==> config.mk <==
export PLATFORM = sky130hd
export DESIGN_NAME = fir_datapath
export DESIGN_NICKNAME = d
export VERILOG_FILES = /design/src/sv/fir_pkg.sv /design/src/sv/fir_datapath.sv
export SDC_FILE = /design/constraint.sdc
export NUM_CORES = 2
export LEC_CHECK = 0
export ABC_CLOCK_PERIOD_IN_PS = 17300
export BUFFER_PORTS_ARGS = -buffer_cell sky130_fd_sc_hd__buf_2
export CORE_AREA = 4 4 618 467
export DETAILED_ROUTE_END_ITERATION = 8
export DIE_AREA = 0 0 622 471
export PLACE_DENSITY_LB_ADDON = 0.2
export SLEW_MARGIN = 25
export SYNTH_ARGS = -nofsm -noshare
export SYNTH_HDL_FRONTEND = slang
export SYNTH_SLANG_ARGS = --single-unit
==> constraint.sdc <==
create_clock -name clk_i -period 17.3 [get_ports clk_i]
set_input_delay 4.325 -clock clk_i [delete_from_list [all_inputs] [get_ports clk_i]]
set_output_delay 4.325 -clock clk_i [all_outputs]
set_load 0.01 [all_outputs]
==> src/sv/fir_pkg.sv <==
// ----------------------------------------------------------------------------
// fir_pkg
// Shared sizes, codes and control types of the direct-form FIR filter.
// ----------------------------------------------------------------------------
package fir_pkg;

  localparam int MaxTaps     = 128;
  localparam int SampleWidth = 16;

  localparam int TapW       = $clog2(MaxTaps);
  localparam int CntW       = $clog2(MaxTaps + 1);
  localparam int FracW      = SampleWidth - 1;
  localparam int ProdW      = 2 * SampleWidth;
  localparam int AccW       = 2 * SampleWidth + TapW;
  localparam int IdxW       = 7;
  localparam int TapsW      = 8;
  localparam int TapsReset  = 100;
  localparam int ModeW      = 2;
  localparam int InDataW    = ((SampleWidth + IdxW + 7) / 8) * 8;
  localparam int OutDataW   = ((SampleWidth + 7) / 8) * 8;

  typedef enum logic [ModeW-1:0] {
    MODE_SAMPLE = 2'd0,
    MODE_COEF   = 2'd1,
    MODE_CLEAR  = 2'd2
  } mode_e;

  typedef enum logic [1:0] {
    ST_IDLE,
    ST_RUN,
    ST_DRAIN,
    ST_DONE
  } state_e;

  typedef struct packed {
    logic            samp_we;
    logic            coef_we;
    logic            clear;
    logic [TapW-1:0] wr_addr;
    logic            issue;
    logic [TapW-1:0] samp_addr;
    logic [TapW-1:0] coef_addr;
    logic            acc_clr;
    logic            load_out;
  } ctrl_cmd_t;

  typedef struct packed {
    logic pipe_busy;
    logic out_busy;
  } ctrl_sts_t;

endpackage

==> src/sv/fir_datapath.sv <==
// ----------------------------------------------------------------------------
// fir_datapath
// Sample and coefficient memories, pipelined multiply-accumulate, rounding,
// saturation and the output register.
// ----------------------------------------------------------------------------
module fir_datapath (
  input  logic                                 clk_i,
  input  logic                                 rst_ni,
  input  fir_pkg::ctrl_cmd_t                   cmd_i,
  output fir_pkg::ctrl_sts_t                   sts_o,
  input  logic signed [fir_pkg::SampleWidth-1:0] value_i,
  output logic                                 out_valid_o,
  input  logic                                 out_ready_i,
  output logic signed [fir_pkg::SampleWidth-1:0] filtered_o,
  output logic                                 saturated_o
);

  localparam int Sw = fir_pkg::SampleWidth;
  localparam int Qw = fir_pkg::AccW - fir_pkg::FracW;

  logic signed [Sw-1:0] samp_mem [fir_pkg::MaxTaps];
  logic signed [Sw-1:0] coef_mem [fir_pkg::MaxTaps];
  logic [fir_pkg::MaxTaps-1:0] samp_vld_q;
  logic [fir_pkg::MaxTaps-1:0] coef_vld_q;

  logic signed [Sw-1:0] samp_rd_q, coef_rd_q;
  logic                 samp_rd_vld_q, coef_rd_vld_q;
  logic                 s1_v_q, s2_v_q;
  logic signed [Sw-1:0] op_a, op_b;
  logic signed [fir_pkg::ProdW-1:0] prod_q;
  logic signed [fir_pkg::AccW-1:0]  acc_q;
  logic signed [fir_pkg::AccW-1:0]  rnd;
  logic [Qw-1:0]        q;
  logic                 sat_hi, sat_lo;
  logic signed [Sw-1:0] res;
  logic                 out_valid_q;

  always_ff @(posedge clk_i) begin
    if (cmd_i.samp_we) begin
      samp_mem[cmd_i.wr_addr] <= value_i;
    end
    if (cmd_i.coef_we) begin
      coef_mem[cmd_i.wr_addr] <= value_i;
    end
    if (cmd_i.issue) begin
      samp_rd_q     <= samp_mem[cmd_i.samp_addr];
      coef_rd_q     <= coef_mem[cmd_i.coef_addr];
      samp_rd_vld_q <= samp_vld_q[cmd_i.samp_addr];
      coef_rd_vld_q <= coef_vld_q[cmd_i.coef_addr];
    end
  end

  always_ff @(posedge clk_i or negedge rst_ni) begin
    if (!rst_ni) begin
      samp_vld_q <= '0;
      coef_vld_q <= '0;
    end else begin
      if (cmd_i.clear) begin
        samp_vld_q <= '0;
      end else if (cmd_i.samp_we) begin
        samp_vld_q[cmd_i.wr_addr] <= 1'b1;
      end
      if (cmd_i.coef_we) begin
        coef_vld_q[cmd_i.wr_addr] <= 1'b1;
      end
    end
  end

  // unwritten entries read as zero
  assign op_a = samp_rd_vld_q ? samp_rd_q : '0;
  assign op_b = coef_rd_vld_q ? coef_rd_q : '0;

  always_ff @(posedge clk_i or negedge rst_ni) begin
    if (!rst_ni) begin
      s1_v_q <= 1'b0;
      s2_v_q <= 1'b0;
    end else begin
      s1_v_q <= cmd_i.issue;
      s2_v_q <= s1_v_q;
    end
  end

  always_ff @(posedge clk_i) begin
    if (s1_v_q) begin
      prod_q <= op_a * op_b;
    end
    if (cmd_i.acc_clr) begin
      acc_q <= '0;
    end else if (s2_v_q) begin
      acc_q <= acc_q + {{(fir_pkg::AccW - fir_pkg::ProdW){prod_q[fir_pkg::ProdW-1]}}, prod_q};
    end
  end

  assign sts_o.pipe_busy = s1_v_q || s2_v_q;

  // round half up, then clip to Q1.15
  assign rnd    = acc_q + (fir_pkg::AccW'(1) << (fir_pkg::FracW - 1));
  assign q      = rnd[fir_pkg::AccW-1:fir_pkg::FracW];
  assign sat_hi = !q[Qw-1] && (q[Qw-2:Sw-1] != '0);
  assign sat_lo = q[Qw-1] && (q[Qw-2:Sw-1] != '1);

  always_comb begin
    priority if (sat_hi) begin
      res = {1'b0, {(Sw-1){1'b1}}};
    end else if (sat_lo) begin
      res = {1'b1, {(Sw-1){1'b0}}};
    end else begin
      res = q[Sw-1:0];
    end
  end

  always_ff @(posedge clk_i or negedge rst_ni) begin
    if (!rst_ni) begin
      out_valid_q <= 1'b0;
    end else if (cmd_i.load_out) begin
      out_valid_q <= 1'b1;
    end else if (out_ready_i) begin
      out_valid_q <= 1'b0;
    end
  end

  always_ff @(posedge clk_i) begin
    if (cmd_i.load_out) begin
      filtered_o  <= res;
      saturated_o <= sat_hi || sat_lo;
    end
  end

  assign out_valid_o     = out_valid_q;
  assign sts_o.out_busy  = out_valid_q && !out_ready_i;

endmodule
# Word-level counts from Yosys, hierarchy flattened
# Memories as Yosys holds them, arrays and structs flattened. A register that Yosys moved wholly into a read port is not among the register bits.
# Cells that the tools add are included.
[word_totals]
reg_bits = 349
latch_bits = 0
romBits = 0
mem_count = 2
output_inout_bits = 20
word_cells = 51
mem_bits_rw = 4096
[op_classes]
bitwise = 2
reduce_logical = 11
n_mul = 1
n_shift = 0
n_div = 0
add_sub_neg = 2
magnitude_cmp = 4
n_mux = 17
n_eq_ne = 1
[mem_list]
columns = ["memory", "depth", "word_bits", "rd", "rd_ports_with_merged_regs", "wr", "line", "source"]
rows = [
  ["coef_mem", 128, 16, 1, 1, 1, "fir_datapath.sv:22", "logic signed [Sw-1:0] coef_mem [fir_pkg::MaxTaps];"],
  ["samp_mem", 128, 16, 1, 1, 1, "fir_datapath.sv:21", "logic signed [Sw-1:0] samp_mem [fir_pkg::MaxTaps];"],
]
[ops]
columns = ["operator", "n"]
rows = [
  ["$mux W128", 2],
  ["$or A128 B128 Y128", 2],
  ["$mux W16", 3],
  ["$add A39 B16 Y39 const B", 1],
  ["$add A39 B39 Y39", 1],
  ["$mul A16 B16 Y32", 1],
  ["$lt A7 B8 Y1 const B", 3],
  ["$bmux W1 S7", 2],
  ["$mux W1", 9],
  ["$ne A8 B8 Y1 const B", 1],
  ["$reduce_bool A8 Y1", 1],
  ["$demux W1 S7", 1],
  ["$ge A7 B1 Y1 const B", 1],
  ["$logic_and A1 B1 Y1", 4],
  ["$reduce_bool A2 Y1", 2],
  ["$logic_not A1 Y1", 2],
  ["$logic_or A1 B1 Y1", 2],
]

# Depth between registers and ports, before layout
[depth]
word_depth = 7
depth_mapped = 26

# Least setup slack after synthesis
# OpenSTA, ideal clock, no wires.
[synth_timing]
kind = "input to output"
start = "input out_ready_i"
end = "output sts_o[0] (netlist bit)"
t_arrival_ns = 4.522
path_slack_ns = 8.453
required_time_ns = 12.975
stages = 1
cell_sequence = "nor2b_1"
[synth_via]
elab_chain_len = 2
[synth_lines]
columns = ["element", "line", "source"]
rows = [
  ["start: declaration", "fir_datapath.sv:13", "input logic out_ready_i,"],
  ["$logic_not A1 Y1", "fir_datapath.sv:130", "assign sts_o.out_busy = out_valid_q && !out_ready_i;"],
  ["$logic_and A1 B1 Y1", "fir_datapath.sv:130", ""],
  ["end: declaration", "fir_datapath.sv:10", "output fir_pkg::ctrl_sts_t sts_o,"],
]
# Every way passes these cells.

==> impl_metrics.ini <==
[status]
status = finished clean

[hold_path]
hold_depth = 1
min_from = coef_vld_q[64]
holdPathEnd = coef_vld_q[64]
min_path_type = register to register

[logic_synthesis]
async_reset_ff_share_pct = 5.785
yosys_warnings = 0
synth.net_count = 9054
synth_ff_type = edfxtp_1
ys_seq_elements = 4477
syn_area_um2 = 182900
synthCells = 8624
yosys.area.top_type = edfxtp_1
synth.top_cell.area_share_pct = 68.60
synth-seq-area-share_pct = 72.57
synth_cell_types = 72
synth_area_leaders = edfxtp_1 69%, mux4_2 18%, dfrtp_1 3.5%, fa_1 2.9%, nor2_1 1.4%
synth_edf_count = 4179
avgSynthCellArea_um2 = 21.21

[critical_path]
critPathMaxStageDelay_ns = 0.16
rrSetupSlack_ns = 9.47
startpoint = out_ready_i
critPathSlowestCell = buf_2
startpoint_type = input port
required_ns = 12.98
crit_type = input port to output pin
r2r_cells = 22
worstPathArrival_ns = 4.73
r2r_end = prod_q[30]
cpMostUsedCell = buf_2
endpoint_kind = output pin
cp_cell_sequence = buf_2 -> nor2b_1 -> buf_2
path_max_fanout = 2
r2r_start = coef_rd_vld_q

[cells_and_area]
nNetsFinal = 9473
num-fill-cells = 15710
regArea_um2 = 132800
drive_above_1_share_pct = 29.05
multi_input_area_um2 = 47310
synthToLayoutAreaGrowth_pct = 11.02

[timing]
hold_viol_final = 0
rsz0062_at_grt = no
slew_headroom_pct = 26.11
finalCriticalPeriod_ns = 9.050
max_freq_mhz = 110.5
min_period_over_period_pct = 52.31
tightest_slew_ns = 1.104
setup_violations = 0
clock_skew_ns = 0.05657
setup_tns_ns = 0
drv_slew = 0

[power]
ir_worst_vdd_v = 0.00008673
p_per_area_nw_per_um2 = 115.5
cellLeakagePower_nw = 67.56
power_mw = 23.45

[floorplanning]
rows = 169
die_area_um2 = 293000
die_y_um = 471
ios = 66
fp.dieW_um = 622
core_um2 = 282100
start_util_pct = 64.85

[placement]
place.gp.congestion = 0.8918
io_buffers = 65
dp_hpwl_mm = 269.3

[global_routing]
grt_pass1_wl_mm = 691.5
overflow = 0
grt_use_total_pct = 33.37
antenna_found_initial = 45
grt_max_degree = 164
grt_pass1_vias = 93250

[clocking]
clock_sinks = 4477
clock-root-buffer = clkbuf_16
cts-resized-gates = 0
cts_made_buffers = 409
worstSkewPairLatency_ns = 0.93
holdBufCountCts = 0
clk_pin_slew_ns = 0.06
cts_tree = built
htree_levels = 5
post-cts-setup-buffer-count = 0
clock_path_buffers = 4

[route]
drtIter0Drc = 16470
drt-pass1-iter-count = 9
viasPerCell = 7.049
vias = 92880
routedWlPerCell_um = 36.58
drc = 0
wl_mm = 482.0
antenna_left = 0

[job]
drv_cap = 0
## metal layers
metal / global-route usage [%] / up-vias / wire length, um
li1: - / 35720 / -
met1: 50.20 / 48710 / 175200
met2: 47.09 / 7491 / 214100
met3: 11.90 / 931 / 77230
met4: 9.882 / 26 / 15300
met5: 0 / - / 175
## cell type report
cell class	instances	share of cell area (%)
flip-flops and latches	4477	65.36
multi-input cells	3386	23.29
clock buffers	524	5.445
well taps	3762	2.318
repair buffers	441	1.809
clock inverters	224	1.126
inverters	328	0.6062
diodes	34	0.04189
## state kept, by name (all words and copies together) (netlist names)
register,flops
s2_v_q,1
samp_rd_vld_q,1
coef_mem,2048
coef_vld_q,128
coef_rd_q,16
saturated_o,1
coef_rd_vld_q,1
filtered_o,16
s1_v_q,1
samp_vld_q,128
acc_q,39
samp_rd_q,16
out_valid_o,1
prod_q,32
samp_mem,2048
## stage by stage
step	utilization, %	setup WS [ns]	std cells	cell area (um^2)	hold slack (ns)
4_1_cts	71.87	8.243	13130	202700	0.4618
6_report	72.00	8.250	13180	203100	0.4625
3_3_place_gp	67.13	7.847	12390	189300	0.4448
5_1_grt	71.98	8.196	13150	203000	0.4742
3_5_place_dp	67.14	7.804	12390	189400	0.4476
2_1_floorplan	-	8.453	8624	182900	0.4337
## cells in the final DEF (no fill, tap or decap), drive strengths merged, types with 121 or more instances in the layout
master  netlist  routed
or2         136     136
edfxtp     4179    4179
mux4       1428    1428
nand2       191     191
clkinv        0     149
ha          121     121
nor2        679     679
clkbuf      280     535
dfrtp       259     259
fa          263     263
buf         153     430
inv         328     336
## cells in the mapped netlist (10+ instances only)
library cell / instances
edfxtp_1: 4179
mux4_2: 1428
nor2_1: 679
inv_1: 328
clkbuf_1: 279
fa_1: 263
dfrtp_1: 259
nand2_1: 191
or2_2: 136
ha_1: 121
buf_2: 74
buf_1: 65
a21oi_1: 61
xnor2_1: 58
o21ai_0: 53
nand3_1: 40
dfxtp_1: 39
mux2_2: 35
and2_1: 33
a21o_1: 31
xor2_1: 24
mux2i_1: 21
nor3_1: 18
o21ba_2: 18
nand4_1: 16
nor2b_1: 16
o21bai_1: 12
and3_1: 11
a211oi_1: 10
o21a_1: 10
## critical path, delay by kind of cell
family | cells | cell delay, ns
buffers and inverters | 2 | 0.26
and+or+nand+nor | 1 | 0.14
## kinds of logic after synthesis
| kind of cell | after synthesis | synth area share [%] |
|---|---|---|
| xor gates and xnor gates | 82 | 0.3926 |
| AOI/OAI and AO/OA | 258 | 0.9541 |
| adders and majority gates | 384 | 3.706 |
| muxes | 1484 | 17.91 |
| DFF | 4477 | 72.57 |
| buffers and inverters | 761 | 1.652 |
| and+or+nand+nor | 1178 | 2.817 |
## how the worst max path moves through the flow
stage / to
after floorplan: sts_o[0]
after global placement: samp_rd_q[2]
after detailed placement: samp_rd_q[2]
after CTS: sts_o[0]
after global routing: sts_o[0]
final: sts_o[0]
## power by group
group | total (mW) | switching, mW | internal [mW]
logic | 2.20 | 1.31 | 0.889
clock network | 9.08 | 3.94 | 5.14
registers | 12.2 | 0.129 | 12.0
total | 23.5 | 5.39 | 18.1
No activity file was read; power rests on OpenSTA's default activity.
