**config.mk**
```make
export PLATFORM = sky130hd
export DESIGN_NAME = fir_ctrl
export DESIGN_NICKNAME = d
export VERILOG_FILES = /design/src/sv/fir_pkg.sv /design/src/sv/fir_ctrl.sv
export SDC_FILE = /design/constraint.sdc
export NUM_CORES = 1
export LEC_CHECK = 0
export BUFFER_PORTS_ARGS = -buffer_cell sky130_fd_sc_hd__buf_4
export CAP_MARGIN = 5
export CORE_ASPECT_RATIO = 0.9
export CORE_MARGIN = 2
export CORE_UTILIZATION = 45
export CTS_BUF_LIST = sky130_fd_sc_hd__clkbuf_8 sky130_fd_sc_hd__clkbuf_16
export CTS_CLUSTER_DIAMETER = 30
export DETAILED_ROUTE_END_ITERATION = 10
export GPL_TIMING_DRIVEN = 0
export PLACE_DENSITY_LB_ADDON = 0.2
export SETUP_SLACK_MARGIN = 0.5
export SLEW_MARGIN = 20
export SYNTH_ARGS = -nofsm -noshare
export SYNTH_HDL_FRONTEND = slang
export SYNTH_SLANG_ARGS = --single-unit
```
**constraint.sdc**
```tcl
create_clock -name clk_i -period 2.15 [get_ports clk_i]
set_input_delay 0.215 -clock clk_i [delete_from_list [all_inputs] [get_ports clk_i]]
set_output_delay 0.215 -clock clk_i [all_outputs]
set_load 0.02 [all_outputs]
```
**src/sv/fir_pkg.sv**
```systemverilog
// ----------------------------------------------------------------------------
// fir_pkg
// Shared sizes, codes and control types of the direct-form FIR filter.
// ----------------------------------------------------------------------------
package fir_pkg;

  localparam int MaxTaps     = 128;
  localparam int SampleWidth = 16;

  localparam int TapW       = $clog2(MaxTaps);
  localparam int CntW       = $clog2(MaxTaps + 1);
  localparam int FracW      = SampleWidth - 1;
  localparam int ProdW      = 2 * SampleWidth;
  localparam int AccW       = 2 * SampleWidth + TapW;
  localparam int IdxW       = 7;
  localparam int TapsW      = 8;
  localparam int TapsReset  = 100;
  localparam int ModeW      = 2;
  localparam int InDataW    = ((SampleWidth + IdxW + 7) / 8) * 8;
  localparam int OutDataW   = ((SampleWidth + 7) / 8) * 8;

  typedef enum logic [ModeW-1:0] {
    MODE_SAMPLE = 2'd0,
    MODE_COEF   = 2'd1,
    MODE_CLEAR  = 2'd2
  } mode_e;

  typedef enum logic [1:0] {
    ST_IDLE,
    ST_RUN,
    ST_DRAIN,
    ST_DONE
  } state_e;

  typedef struct packed {
    logic            samp_we;
    logic            coef_we;
    logic            clear;
    logic [TapW-1:0] wr_addr;
    logic            issue;
    logic [TapW-1:0] samp_addr;
    logic [TapW-1:0] coef_addr;
    logic            acc_clr;
    logic            load_out;
  } ctrl_cmd_t;

  typedef struct packed {
    logic pipe_busy;
    logic out_busy;
  } ctrl_sts_t;

endpackage

```
**src/sv/fir_ctrl.sv**
```systemverilog
// ----------------------------------------------------------------------------
// fir_ctrl
// Sequencer: decodes input words, walks the taps and hands results out.
// ----------------------------------------------------------------------------
module fir_ctrl (
  input  logic                          clk_i,
  input  logic                          rst_ni,
  input  logic                          cfg_we_i,
  input  logic [fir_pkg::TapsW-1:0]     cfg_wdata_i,
  input  logic                          in_valid_i,
  output logic                          in_ready_o,
  input  logic [fir_pkg::ModeW-1:0]     in_mode_i,
  input  logic [fir_pkg::IdxW-1:0]      in_tap_index_i,
  output fir_pkg::ctrl_cmd_t            cmd_o,
  input  fir_pkg::ctrl_sts_t            sts_i
);

  localparam logic [fir_pkg::TapW-1:0] LastSlot = fir_pkg::TapW'(fir_pkg::MaxTaps - 1);

  fir_pkg::state_e state_q, state_d;
  logic [fir_pkg::TapsW-1:0] taps_q;
  logic [fir_pkg::TapW-1:0]  pos_q, pos_d;
  logic [fir_pkg::TapW-1:0]  rd_ptr_q, rd_ptr_d;
  logic [fir_pkg::CntW-1:0]  k_q, k_d;
  logic [fir_pkg::CntW-1:0]  n_taps;
  logic [fir_pkg::TapW-1:0]  next_pos;

  always_ff @(posedge clk_i or negedge rst_ni) begin
    if (!rst_ni) begin
      taps_q <= fir_pkg::TapsW'(fir_pkg::TapsReset);
    end else if (cfg_we_i) begin
      taps_q <= cfg_wdata_i;
    end
  end

  always_comb begin
    if (taps_q == '0) begin
      n_taps = fir_pkg::CntW'(1);
    end else if (32'(taps_q) > 32'(fir_pkg::MaxTaps)) begin
      n_taps = fir_pkg::CntW'(fir_pkg::MaxTaps);
    end else begin
      n_taps = fir_pkg::CntW'(taps_q);
    end
  end

  assign next_pos = (pos_q == LastSlot) ? '0 : pos_q + 1'b1;

  always_ff @(posedge clk_i or negedge rst_ni) begin
    if (!rst_ni) begin
      state_q  <= fir_pkg::ST_IDLE;
      pos_q    <= '0;
      rd_ptr_q <= '0;
      k_q      <= '0;
    end else begin
      state_q  <= state_d;
      pos_q    <= pos_d;
      rd_ptr_q <= rd_ptr_d;
      k_q      <= k_d;
    end
  end

  always_comb begin
    state_d    = state_q;
    pos_d      = pos_q;
    rd_ptr_d   = rd_ptr_q;
    k_d        = k_q;
    in_ready_o = 1'b0;
    cmd_o      = '0;
    cmd_o.samp_addr = rd_ptr_q;
    cmd_o.coef_addr = k_q[fir_pkg::TapW-1:0];
    cmd_o.wr_addr   = fir_pkg::TapW'(in_tap_index_i);

    unique case (state_q)
      fir_pkg::ST_IDLE: begin
        in_ready_o = 1'b1;
        if (in_valid_i) begin
          unique case (fir_pkg::mode_e'(in_mode_i))
            fir_pkg::MODE_SAMPLE: begin
              cmd_o.samp_we = 1'b1;
              cmd_o.wr_addr = next_pos;
              cmd_o.acc_clr = 1'b1;
              pos_d         = next_pos;
              rd_ptr_d      = next_pos;
              k_d           = '0;
              state_d       = fir_pkg::ST_RUN;
            end
            fir_pkg::MODE_COEF: begin
              cmd_o.coef_we = (32'(in_tap_index_i) < 32'(fir_pkg::MaxTaps));
            end
            fir_pkg::MODE_CLEAR: begin
              cmd_o.clear = 1'b1;
              pos_d       = '0;
            end
            default: begin
            end
          endcase
        end
      end
      fir_pkg::ST_RUN: begin
        cmd_o.issue = 1'b1;
        k_d         = k_q + 1'b1;
        rd_ptr_d    = (rd_ptr_q == '0) ? LastSlot : rd_ptr_q - 1'b1;
        if (k_q + 1'b1 == n_taps) begin
          state_d = fir_pkg::ST_DRAIN;
        end
      end
      fir_pkg::ST_DRAIN: begin
        if (!sts_i.pipe_busy) begin
          state_d = fir_pkg::ST_DONE;
        end
      end
      fir_pkg::ST_DONE: begin
        if (!sts_i.out_busy) begin
          cmd_o.load_out = 1'b1;
          state_d        = fir_pkg::ST_IDLE;
        end
      end
      default: begin
        state_d = fir_pkg::ST_IDLE;
      end
    endcase
  end

endmodule

```
* After elaboration in Yosys (flattened, before gate mapping)
Index checks and enable logic that the tools add are counted.
Widths: inputs -> output; s select.
** Word-level totals
- Flip-flop bits (word level) :: 32
- Bits of input ports :: 23
- Output and inout port bits :: 28
- Word-level logic and storage cells :: 59
** Operators by class
- Add/subtract/negate cells :: 3
- Magnitude comparators :: 1
- Equality and inequality tests :: 12
- Mux-type cells :: 29
- Reductions and logical operators :: 9
** Operators with widths (count)
- $mux 7 :: 5
- $mux 8 :: 4
- $pmux 7 s2 :: 2
- $mux 10 :: 2
- $pmux 8 s2 :: 1
- $mux 2 :: 5
- $mux 1 :: 9
- $add 8x1->8 const B :: 1
- $eq 8x8->1 :: 1
- $gt 8x8->1 const B :: 1
- $logic_not 8->1 :: 1
- $ne 2x2->1 const B :: 4
- $pmux 2 s4 :: 1
- $add 7x1->7 const B :: 1
- $eq 7x7->1 const B :: 1
- $logic_not 7->1 :: 1
- $sub 7x1->7 const B :: 1
- $eq 2x2->1 const B :: 3
- $reduce_and 3->1 :: 2
- $reduce_and 5->1 :: 1
- $eq 2x1->1 const B :: 2
- $logic_not 2->1 :: 2
- $reduce_bool 2->1 :: 2
- $ne 2x1->1 const B :: 1

* Logic depth before layout (Yosys ltp)
Gate-level depths: netlist (run 1).
- Word-level depth :: 6
- Gate-level depth with buffers :: 8
- Mapped depth without buffers :: 7

* Worst setup path before layout (run 1)
OpenSTA, ideal clock, no wires.
- Path kind :: flip-flop to flip-flop
- Start :: register k_q[0] in the netlist's numbering
- End :: register state_q[0]
- Library setup time :: 69 ps
- Data arrival time :: 2028 ps
- Data required time :: 2081 ps
- Setup slack :: 52 ps
- Stages on the path, launching flop included :: 8
- Buffers on the path :: 0
- Clock period less this slack :: 2098 ps
- Cell sequence :: dfrtp_1 -> ha_1 -> and3_1 -> xnor3_1 -> o311a_1 -> nand4_2 -> or4b_1 -> nand3_1
** On the way
- Cells in the longest elaborated chain, start to end :: 4
** Ends and longest elaborated chain
- from (decl) :: line fir_ctrl.sv:24 : logic [fir_pkg::CntW-1:0] k_q, k_d;
- from (signal assigned) :: line fir_ctrl.sv:58 : k_q <= k_d;
- $add 8x1->8 :: line fir_ctrl.sv:103 : if (k_q + 1'b1 == n_taps) begin
- $eq 8x8->1 :: line fir_ctrl.sv:103
- $ne 2x2->1 (no line)
- $reduce_and 5->1 (no line)
- to (signal assigned) :: line fir_ctrl.sv:50 : state_q <= fir_pkg::ST_IDLE;
- to (signal assigned) :: line fir_ctrl.sv:55 : state_q <= state_d;
- to (decl) :: line fir_ctrl.sv:20 : fir_pkg::state_e state_q, state_d;
Every way passes these cells.
A chain may end at the register's enable or synchronous reset.

==> flow_metrics.tcl, run 1 <==
set metrics [dict create \
    status "completed" \
    startpoint_type "flip-flop" \
    finalCritPeriodShare_pct 98.43 \
    synthFlopType "dfrtp_1" \
    tns_ps 0 \
    io_pins 51 \
    cp.arrival_ps 1900 \
    synth.top_cell.area_share_pct 33.92 \
    cts.path.max_buffers 2 \
    grt-ovfl-total 0 \
    drc 0 \
    cap_viol_max_count 0 \
    clkTransAtPathRegs_ps 70 \
    core_sq_um 4518 \
    antenna_cells 0 \
    critPathKind "reg2out" \
    start_util_pct 47.36 \
    dp_cells 348 \
    vias 2151 \
    ir_drop_mv 0.9089 \
    clock-root-buffer "clkbuf_8" \
    yosysWarnings 0 \
    die_h_um 69.42 \
    avgViaCountPerCell 5.405 \
    fp-row-count 23 \
    met1_length_mm 2.697 \
    dp_hpwl_mm 3.586 \
    io_buffers 49 \
    hold_class "in2reg" \
    design_area_sq_um 3411 \
    grt_pass1_vias 1999 \
    syn_avg_cell_area_sq_um 9.028 \
    antenna_found_initial 0 \
    synth_area_sq_um 2140 \
    clock_sinks 32 \
    synth_most_common_cell "nand2_1" \
    clk_latency_ps 280 \
    slew_violations 0 \
    syn2layout_area_growth_pct 59.42 \
    stdcell_count 398 \
    slew_headroom_pct 70.77 \
    wl_mm 6.322 \
    utilization_pct 75.49 \
    synth_edf_count 0 \
    clock.fmax_ghz 0.4725 \
    die_area_sq_um 5323 \
    setup_viol 0 \
    drive_gt1_share_pct 52.68 \
    grt_pass1_wl_mm 9.135 \
    drt-initial-drc-count 135 \
    finalClockSkew_ps 3.814 \
    highest_layer "met4" \
    synth_area_leaders "dfrtp_1 (34%), nand2_1 (5.3%), mux2_2 (4.2%), ha_1 (4.1%), dfstp_2 (3.7%)" \
    grt_max_degree 33 \
    rsz0062_at_grt "true" \
    crit_path_end_kind "primary output" \
    p_per_area_nw_per_um2 1165 \
    first_pass_iters 4 \
    placed_cell_area_sq_um 2664 \
    die_w_um 76.69 \
    cts_inserted_buffers 5 \
    ys_types 51 \
    tightestPinTransition_ps 438.5 \
    yosysSeqAreaShare_pct 37.60 \
    synth_nets 267 \
    drt-wirelength-per-cell_um 15.88 \
    nets 365 \
    syn_inst 237 \
    cts_tree "built" \
    synthTopCellsByCount "nand2_1 (30), dfrtp_1 (29), nor2_1 (18)" \
    ys_async_sr_fraction_pct 100.0 \
    wl_met3_um 402 \
    track_usage_pct 21.22 \
    ys_ff_latch 32 \
    synth.largest_area_cell "dfrtp_1" \
    power_mw 3.975 \
    leakagePower_nw 1.639 \
    gp_congestion 0.7788 \
    fin_crit_ps 2116 \
    hold_viol 0 \
    h-tree-depth 2 \
    path_max_fanout 5 \
    wl_met2_mm 3.131 \
    ant_nets 0 \
    cp.required_ps 1930 \
]
==> timing repair <==
item | 4_1_cts | 5_1_grt
pin swaps | 18 | 13
hold endpoints to repair | 29 | 0
cloned | 1 | 2
gates resized for setup | 41 | 40
endpoints found under the setup margin | 33 | 26
hold buffers | 1 | 0
setup buffers | 21 | 17
==> path summary, 6_finish.rpt <==
kind	start	end	slack [ps]	depth (start not counted)
min in group asynchronous	rst_ni	rd_ptr_q[1]	420	2
hold reg to reg	k_q[6]	k_q[6]	550	1
max in group asynchronous	rst_ni	taps_q[2]	1400	2
hold / removal	cfg_wdata_i[7]	taps_q[7]	140	3
setup reg to reg	k_q[0]	state_q[0]	160	7
setup / recovery	pos_q[0]	cmd_o[23]	30	8
==> final cells by class <==
type | instances | area (sq um)
Timing Repair Buffer | 91 | 752.0
Fill cell | 296 | 1107
Multi-Input combinational cell | 176 | 1424
Clock inverter | 1 | 30.03
Sequential cell | 32 | 809.5
Clock buffer | 7 | 96.34
Buffer | 18 | 172.7
Tap cell | 62 | 77.57
Inverter | 11 | 48.80
==> stage by stage <==
step / hold WS [ps] / setup WS (ps)
global route: 164.5 / -21.51
floorplan: -80.59 / 290.7
detailed placement: 183.5 / -0.03619
CTS: 138.5 / 52.39
global placement: 185.7 / 70.47
finish: 140.7 / 33.81
==> metal layers <==
metal / vias up / GRT usage (%)
met5: - / 0
met4: 0 / 6.667
met3: 9 / 4.557
met2: 81 / 33.04
met1: 1044 / 29.49
li1: 1017 / -
==> worst max-delay path, cell delays in order, from the launching register on <==
cell	delay, ps
dfrtp_1	400
ha_2	200
and3_4	190
and3_4	180
buf_8	120
xor2_1	210
nand2_1	110
nand2_2	70
buf_4	130
==> logic make-up after synthesis <==
family	count (synthesis)	share of synthesized area [%]
AO/OA/AOI/OAI	51	15.73
XOR/XNOR	17	9.590
adder cells (fa/ha/maj)	7	4.093
buffers and inverters	29	6.842
flip-flops	32	37.60
multiplexers	8	4.211
AND/OR/NAND/NOR	93	21.93
==> report_power, final <==
group | internal (mW) | switching (mW) | total (mW)
Clock | 0.409 | 0.233 | 0.642
Sequential | 0.750 | 0.155 | 0.905
Combinational | 1.23 | 1.20 | 2.43
Total | 2.39 | 1.59 | 3.97
==> layout by cell type, fill, tap and decap left out, drive strengths merged, types with 5 or more instances in the layout <==
master  count
nor2b       5
clkbuf     11
inv        11
nand2      30
nor2       18
and3        9
a21oi       7
nand3      12
ha          7
buf       104
xor2        5
xnor2       9
dfrtp      29
a21o        7
o21ai      20
mux2        8
==> state kept, by name, summed over array words and instances (netlist names) <==
name	count
rd_ptr_q	7
k_q	8
state_q	2
taps_q	8
pos_q	7
No activity file was read; power rests on OpenSTA's default activity.
==> run 2, diff against run 1 <==
--- a/config.mk
+++ b/config.mk
@@ -15,7 +15,7 @@
 export DETAILED_ROUTE_END_ITERATION = 10
 export GPL_TIMING_DRIVEN = 0
 export PLACE_DENSITY_LB_ADDON = 0.2
-export SETUP_SLACK_MARGIN = 0.5
+export SETUP_SLACK_MARGIN = 0.2
 export SLEW_MARGIN = 20
 export SYNTH_ARGS = -nofsm -noshare
 export SYNTH_HDL_FRONTEND = slang
==> constraint.sdc (replaced) <==
create_clock -name clk_i -period 2 [get_ports clk_i]
set_input_delay 0 -clock clk_i [delete_from_list [all_inputs] [get_ports clk_i]]
set_output_delay 0 -clock clk_i [all_outputs]
set_load 0.02 [all_outputs]
==> run 2 against run 1 <==
  * Sequential share of layout area grew 2.3 points
  * Hold slack got worse by 48 ps
  * Wire length fell by 14%
  * Highest routed layer unchanged
  * Die area unchanged
  * Critical path type is now reg2reg
  * Critical path depth down 1
  * First-iteration DRC count shrank 6.7%
==> flow_metrics.tcl, run 2 (same netlist as run 1, synthesis figures left out) <==
set metrics [dict create \
    status "completed" \
    finalClockSkew_ps 6.921 \
    grt_max_degree 33 \
    critPathKind "reg2reg" \
    antenna_found_initial 0 \
    antenna_cells 0 \
    clock-root-buffer "clkbuf_8" \
    grt-ovfl-total 0 \
    r2r-end "state_q[0]" \
    min_delay_path_depth 4 \
    h-tree-depth 2 \
    p_seq_share_pct 27.6 \
    gp_congestion 0.8078 \
    core_sq_um 4518 \
    power.switching_mw 1.471 \
    layout_commonest_cell "buf_4" \
    crit-reg2reg-launch "k_q[0]" \
    rr_worst_depth 7 \
    setup_viol 0 \
    power_mw 3.564 \
    leakagePower_nw 1.502 \
    fin_crit_ps 1952 \
    fillers 345 \
    reg.largest.list "k_q: 8 flops, taps_q: 8 flops" \
    ir_drop_mv 0.5676 \
    stdcell_count 384 \
    cp.required_ps 2220 \
    path_max_fanout 4 \
    die_area_sq_um 5323 \
    dpl_worst_slack_ps -71.21 \
    cap_viol_max_count 0 \
    start_util_pct 47.36 \
    clock.fmax_ghz 0.5123 \
    drive_gt1_share_pct 41.93 \
    rsz0062_at_grt "true" \
    p_per_area_nw_per_um2 1148 \
    finalCritPeriodShare_pct 97.59 \
    dp_cells 348 \
    drt-wirelength-per-cell_um 14.16 \
    slew_headroom_pct 67.67 \
    crit_path_end_kind "flip-flop" \
    timing.final.ws_setup_ps 48.16 \
    p_int_mw 2.093 \
    cts_inserted_buffers 5 \
    avgViaCountPerCell 5.247 \
    grt_pass1_vias 1915 \
    min_from "in_mode_i[1]" \
    final_cell_mix "buf_4 (74), nand2_1 (29), dfrtp_1 (26)" \
    fp-row-count 23 \
    vias 2015 \
    clock_sinks 32 \
    syn2layout_area_growth_pct 45.03 \
    drc 0 \
    hold_class "in2reg" \
    tightestPinTransition_ps 485.0 \
    io_pins 51 \
    first_pass_iters 4 \
    slew_violations 0 \
    tns_ps 0 \
    die_w_um 76.69 \
    track_usage_pct 21.52 \
    grt_pass1_wl_mm 9.252 \
    dp_hpwl_mm 3.632 \
    swShare_pct 41.28 \
    timing.critical_path.from "k_q[0]" \
    r2r_setup_slack_ps 50 \
    io_buffers 49 \
    nets 351 \
    wl_mm 5.439 \
    drt-initial-drc-count 126 \
    cp.arrival_ps 2170 \
    clk_latency_ps 290 \
    pwr-share-clk_pct 17.4 \
    whs_endpoint "pos_q[2]" \
    hold_viol 0 \
    cts_tree "built" \
    startpoint_type "flip-flop" \
    cts.path.max_buffers 2 \
    ant_nets 0 \
    combinationalPowerShare_pct 55.0 \
    die_h_um 69.42 \
    clkTransAtPathRegs_ps 80 \
]
==> run 2: changes by cell type in the layout (fill, tap and decap cells not counted), sizes merged <==
cell | previous run | this run
dlygate4sd3 | 1 | 9
inv | 11 | 12
clkbuf | 11 | 10
buf | 104 | 81
clkinv | 0 | 1
==> run 2: final cells by class <==
type	instances	area [sq um]	area share, %
Inverter	11	41.29	1.331
Tap cell	62	77.57	2.500
Buffer	18	132.6	4.274
Clock buffer	5	68.82	2.218
Clock inverter	3	38.79	1.250
Timing Repair Buffer	77	611.8	19.72
Sequential cell	32	808.3	26.05
Multi-Input combinational cell	176	1324	42.66
==> run 2: what timing repair did <==
item                                   CTS  global route
hold buffers                             9             0
pin swaps                               11             5
gates resized for setup                 28            18
endpoints found under the hold margin   40             0
setup endpoints to repair               27            22
buffers inserted                        18             1
==> run 2: how the worst max path moves through the flow <==
stage            endpoint  slack [ps]  depth (start not counted)
2_1_floorplan  state_q[1]         140                          7
3_3_place_gp   state_q[0]         -60                          7
3_5_place_dp   state_q[0]         -70                          7
4_1_cts        state_q[0]          40                          7
5_1_grt        state_q[0]         -10                          7
6_report       state_q[0]          50                          7
==> run 2: routing by layer <==
layer	up-vias	wire [um]	GRT usage [%]
met5	-	0	0
met4	0	57	5.051
met3	8	237	5.078
met2	45	2626	34.41
met1	971	2517	29.59
li1	991	-	-
==> run 2: through the flow <==
stage	hold WS [ps]	utilization [%]	area (sq um)
2_1_floorplan	-295.6	-	2175
3_3_place_gp	-27.31	57.99	2620
3_5_place_dp	-26.18	57.99	2620
4_1_cts	84.90	67.54	3052
5_1_grt	87.41	68.68	3103
6_report	92.73	68.68	3103
==> run 2: critical path, cell delays in order (launching register included) <==
cell,delay (ps)
dfrtp_2,440
ha_4,190
and3_4,190
xnor3_1,210
o311a_1,170
nand4_2,110
or4b_1,480
nand3_1,90
==> run 2: power groups by stage <==
stage          registers, mW  clock network, mW  logic, mW
3_5_place_dp           0.993                  0       1.68
4_1_cts                0.974              0.633       1.89
2_1_floorplan           1.03                  0       1.13
6_report               0.983              0.621       1.96
3_3_place_gp           0.996                  0       1.66
5_1_grt                 1.01              0.672       2.16
